--- src/hdl/ctgb_pkg.sv ---
package ctgb_pkg;

    localparam int CTGB_CAPACITY = 1024;

    localparam int OP_W    = 3;
    localparam int CH_W    = 8;
    localparam int POS_W   = 10;
    localparam int COUNT_W = 11;

    localparam logic [OP_W-1:0] OP_LEFT   = 3'd0;
    localparam logic [OP_W-1:0] OP_RIGHT  = 3'd1;
    localparam logic [OP_W-1:0] OP_BACK   = 3'd2;
    localparam logic [OP_W-1:0] OP_INSERT = 3'd3;
    localparam logic [OP_W-1:0] OP_READ   = 3'd4;

    typedef struct packed {
        logic [OP_W-1:0]  op;
        logic [CH_W-1:0]  ch;
        logic [POS_W-1:0] position;
    } t_in;

    typedef struct packed {
        logic [CH_W-1:0]    read_char;
        logic               read_valid;
        logic [COUNT_W-1:0] cursor_pos;
        logic [COUNT_W-1:0] text_length;
        logic               full_res;
    } t_out;

    typedef struct packed {
        logic load;
        logic commit;
    } t_cmd;

endpackage

--- src/hdl/ctgb_ctrl.sv ---
module ctgb_ctrl (
    input  logic             i_clk,
    input  logic             i_rst_n,
    input  logic             i_in_valid,
    output logic             o_in_ready,
    input  logic             i_out_ready,
    output logic             o_out_valid,
    output ctgb_pkg::t_cmd   o_cmd
);
    import ctgb_pkg::*;

    typedef enum logic [1:0] {
        S_IDLE = 2'b01,
        S_EXEC = 2'b10
    } t_state;

    t_state r_state;
    t_state n_state;
    logic   r_out_valid;
    logic   n_out_valid;

    always_comb begin
        o_in_ready   = (r_state == S_IDLE);
        o_cmd.load   = i_in_valid && (r_state == S_IDLE);
        o_cmd.commit = (r_state == S_EXEC) && (!r_out_valid || i_out_ready);
        o_out_valid  = r_out_valid;
    end

    always_comb begin
        n_state = r_state;
        unique case (r_state)
            S_IDLE: begin
                if (o_cmd.load) begin
                    n_state = S_EXEC;
                end
            end
            S_EXEC: begin
                if (o_cmd.commit) begin
                    n_state = S_IDLE;
                end
            end
            default: n_state = S_IDLE;
        endcase
    end

    always_comb begin
        priority if (o_cmd.commit) begin
            n_out_valid = 1'b1;
        end else if (i_out_ready) begin
            n_out_valid = 1'b0;
        end else begin
            n_out_valid = r_out_valid;
        end
    end

    always_ff @(posedge i_clk) begin
        if (!i_rst_n) begin
            r_state     <= S_IDLE;
            r_out_valid <= 1'b0;
        end else begin
            r_state     <= n_state;
            r_out_valid <= n_out_valid;
        end
    end

endmodule

--- config.mk ---
export PLATFORM = sky130hd
export DESIGN_NAME = ctgb_ctrl
export DESIGN_NICKNAME = d
export VERILOG_FILES = /design/src/hdl/ctgb_pkg.sv /design/src/hdl/ctgb_ctrl.sv
export SDC_FILE = /design/constraint.sdc
export NUM_CORES = 1
export LEC_CHECK = 0
export BUFFER_PORTS_ARGS = -buffer_cell sky130_fd_sc_hd__buf_2
export CAP_MARGIN = 20
export CORE_AREA = 5 5 42 44
export CTS_BUF_LIST = sky130_fd_sc_hd__clkbuf_8
export DETAILED_ROUTE_END_ITERATION = 16
export DIE_AREA = 0 0 47 49
export SETUP_SLACK_MARGIN = 0.02
export SLEW_MARGIN = 20
export SYNTH_ARGS = -nofsm -noshare
export SYNTH_HDL_FRONTEND = slang
export SYNTH_SLANG_ARGS = --single-unit
--- constraint.sdc ---
create_clock -name i_clk -period 1.1 [get_ports i_clk]
set_input_delay 0.33 -clock i_clk [delete_from_list [all_inputs] [get_ports i_clk]]
set_output_delay 0.33 -clock i_clk [all_outputs]
set_load 0.03 [all_outputs]
**Word-level counts from Yosys, hierarchy flattened**

Index checks and enable logic that the tools add are counted.
W data, S select, Z words.

- ROM bits: 0
- Latch bits: 0
- Output and inout port bits: 4
- Input bits: 4
- RAM bits: 0
- Logic and storage cells: 17
- Register bits: 3
- Memories: 0

- Bitwise operators: 0
- Multiply operators: 0
- Add/subtract/negate cells: 0
- Muxes and demuxes: 5
- Shift-type cells: 0
- Reduce and logical (&&, ||, !) cells: 6
- Order comparisons: 0
- Equal/unequal tests: 4
- Divide/modulo/power cells: 0

Operator list:

| operator | count |
|---|---|
| $mux W2 | 2 |
| $pmux W2 S2 | 1 |
| $eq A2 B1 Y1 const B | 1 |
| $eq A2 B2 Y1 const B | 1 |
| $logic_and A1 B1 Y1 | 2 |
| $mux W1 | 2 |
| $ne A2 B1 Y1 const B | 1 |
| $ne A2 B2 Y1 const B | 1 |
| $reduce_and A2 Y1 | 1 |
| $reduce_bool A2 Y1 | 1 |
| $logic_not A1 Y1 | 1 |
| $logic_or A1 B1 Y1 | 1 |

**Longest topological paths before layout**

- Depth after elaboration: 5
- Depth in mapped cells: 3
- Mapped depth without buffers: 2

**Worst setup path after synthesis**

Ideal clock, no wire load.

- Path kind: reg-to-output
- Start: register r_out_valid, in the netlist o_out_valid
- End: output o_cmd[0] (netlist bit)
- Arrival: 881 ps
- Stages on the path, launching flop included: 4
- Path buffers: 1
- Slack: -111 ps
- Data required time: 770 ps
- Cells stage by stage: dfxtp_1 > nand2b_1 > nor2b_1 > buf_4

RTL lines:

| item | RTL line | text |
|---|---|---|
| start: declaration | ctgb_ctrl.sv:19 | `logic r_out_valid;` |
| start signal: assignment | ctgb_ctrl.sv:62 | `r_out_valid <= n_out_valid;` |
| end: declaration | ctgb_ctrl.sv:8 | `output ctgb_pkg::t_cmd o_cmd` |

==> flow_summary_export.csv <==
group,metric,value,unit
timing,skew,0.00114,ns
critical_path,cp.required,0.77,ns
floorplanning,core_area,1400,um2
layout,finalNonFillerCells,43,
routing,drc_errors,0,
floorplanning,num_rows,14,
timing,fmax,0.790,GHz
clock_tree,clk_pin_slew,0.03,ns
power,report.power.total,0.498,mW
routing,vias_per_cell,3.40,
timing,finalHoldViolCount,0,
routing,drtPass1Iterations,1,
logic_synthesis,synthTopCellsByArea,"dfxtp_1 (45%), and4bb_1 (9.3%), nand2b_1 (9.3%)",
placed_design,place.gp.congestion,0.642,
floorplanning,dieWidth,47,um
routing,drt_iter0_markers,0,
placed_design,dp_hpwl,253,um
clock_tree,cts.sinks,3,
critical_path,reg2reg_depth,4,
logic_synthesis,synth.top_cells.by_count,"dfxtp_1 (3), nand2b_1 (2), nor2b_1 (2)",
floorplanning,start_util,9.55,%
logic_synthesis,syn-instance-count,13,
timing,rsz0062_at_grt,"true",
critical_path,r2r-start,"r_state[1]$_SDFFE_PN0P_",
clock_tree,htree_levels,1,
logic_synthesis,yosys_warnings,0,
logic_synthesis,synth_top_area_cell,"dfxtp_1",
clock_tree,cts_tree,"done",
layout,final_layout_size_suffix_gt1_share,77.8,%
logic_synthesis,synth_cell_types,9,
worst_hold_path,hp-start,"i_rst_n",
global_route,grt_pass1_wl,545,um
global_route,use_met1,2.20,%
critical_path,critPathKind,"reg -> out",
timing,slew-limit-headroom,92.7,%
clock_tree,insertion_delay,0.21,ns
worst_hold_path,hold_path_depth,2,
power,ir_drop,0.000295,V
timing,timing.final.crit_share,115,%
global_route,use_met3,4.43,%
global_route,grt_max_degree,5,
critical_path,cp-start-kind,"flop",
placed_design,dp.cells,37,
placed_design,port_buffers,7,
floorplanning,die_h,49,um
layout,area_growth,121,%
floorplanning,die-area,2300,um2
power,power_density,1690,nW/um2
flow_run,drv_cap,0,
critical_path,cp_max_fo,4,
timing,finalSetupViolCount,3,
logic_synthesis,synth_seq_cells,3,
layout,final_area,295,um2
critical_path,setup.worst_path.start,"r_state[1]$_SDFFE_PN0P_",
routing,vias,146,
global_route,busiest_layer,"met2",
power,power_leakage,0.140,nW
global_route,grt_usage,4.15,%
placed_design,dpl_cell_area,200,um2
global_route,grt_pass1_vias,154,
outcome,violations,"setup timing",
logic_synthesis,syn_avg_cell_area,10.3,um2
timing,min_period,1.27,ns
clock_tree,root_buffer,"clkbuf_8",
logic_synthesis,synth_top_area_share,44.9,%
logic_synthesis,yosysMostFrequentCell,"dfxtp_1",
global_route,grt_use_met2,5.66,%
logic_synthesis,synthFlopType,"dfxtp_1",
routing,wl,346,um
timing,maxSlewViolCount,0,
floorplanning,ios,8,
routing,final_antenna_net_count,0,
logic_synthesis,yosysSeqAreaShare,44.9,%
timing,fin_tns_setup,-0.372,ns
timing,worst_pin_slew,0.110,ns
worst_hold_path,hold_path_class,"in -> reg",
clock_tree,numCtsBuffers,3,
clock_tree,cts_max_path_buffers,2,
global_route,grt_antenna_before_repair,0,
logic_synthesis,netlist_area,134,um2
routing,wl_per_cell,8.05,um
clock_tree,hold_buffers,0,
logic_synthesis,async_flop_share,0,%
logic_synthesis,syn-num-nets,17,
timing,timing.hold.ws,0.309,ns
logic_synthesis,synth_edf_count,0,
outcome,status,"finished, violations left",
critical_path,critPathCaptureType,"output port",
layout,antenna_cells,0,
global_route,overflow,0,
layout,nets,32,
timing,setup_ws,-0.165,ns
critical_path,arrival,0.94,ns
per-stage QoR:
stage / util [%] / setup WS, ns
final: 21.1 / -0.165
after global routing: 21.1 / -0.196
after CTS: 20.1 / -0.175
after detailed placement: 14.3 / -0.100
after global placement: 14.3 / -0.0938
after floorplan: - / 0.00248
cell families after synthesis:
| group | Yosys count | synth area share, % |
|---|---|---|
| buffers and inverters | 1 | 5.61 |
| AO/OA/AOI/OAI | 3 | 15.0 |
| AND/OR/NAND/NOR | 6 | 34.6 |
| flip-flops | 3 | 44.9 |
worst max-delay path: stages (launching register included):
cell	delay, ns
dfxtp_4	0.35
and3b_2	0.25
buf_6	0.13
state kept, by name, summed over array words and instances (netlist names):
name,cells
o_out_valid,1
r_state,2
placed cells by master, fill, tap and decap left out, drive strengths merged:
cell and instances:
buf 10, and3b 1, dfxtp 3, a21boi 1, and4bb 1, nand2b 2, inv 1, o21ai 1
clkbuf 4, o21a 1, nor2b 2
path summary, 6_finish.rpt:
path                                                 end  slack, ns
worst max-delay path                            o_cmd[1]      -0.17
worst min-delay path             r_state[0]$_SDFFE_PN1P_       0.31
worst max register to register   r_state[1]$_SDFFE_PN0P_       0.01
worst min register to register  o_out_valid$_SDFFE_PN0P_       0.58
per-layer routing:
layer | vias up | part of all wire [%] | wire (um)
met5 | - | 0 | 0
met4 | 0 | 4.9 | 17
met3 | 2 | 17 | 59
met2 | 8 | 46 | 159
met1 | 64 | 32 | 109
li1 | 72 | - | -
final cells by class:
cell class                      instances  area (um2)
Fill cell                             163        1110
Timing Repair Buffer                   11        82.6
Multi-Input combinational cell          9        81.3
Sequential cell                         3        66.3
Clock buffer                            3        41.3
Tap cell                               16        20.0
Clock inverter                          1        3.75
timing repair:
item	in CTS	in global routing
hold endpoints to repair	0	0
buffers inserted	1	1
gates resized for setup	10	2
endpoints found under the setup margin	3	6
power breakdown:
part	switching (mW)	total [mW]	leakage (nW)	internal (mW)
logic	0.0312	0.0701	0.0881	0.0390
registers	0.00538	0.120	0.0255	0.115
clock network	0.0704	0.308	0.0269	0.237
total	0.107	0.498	0.140	0.391
No activity file was read; power rests on OpenSTA's default activity.
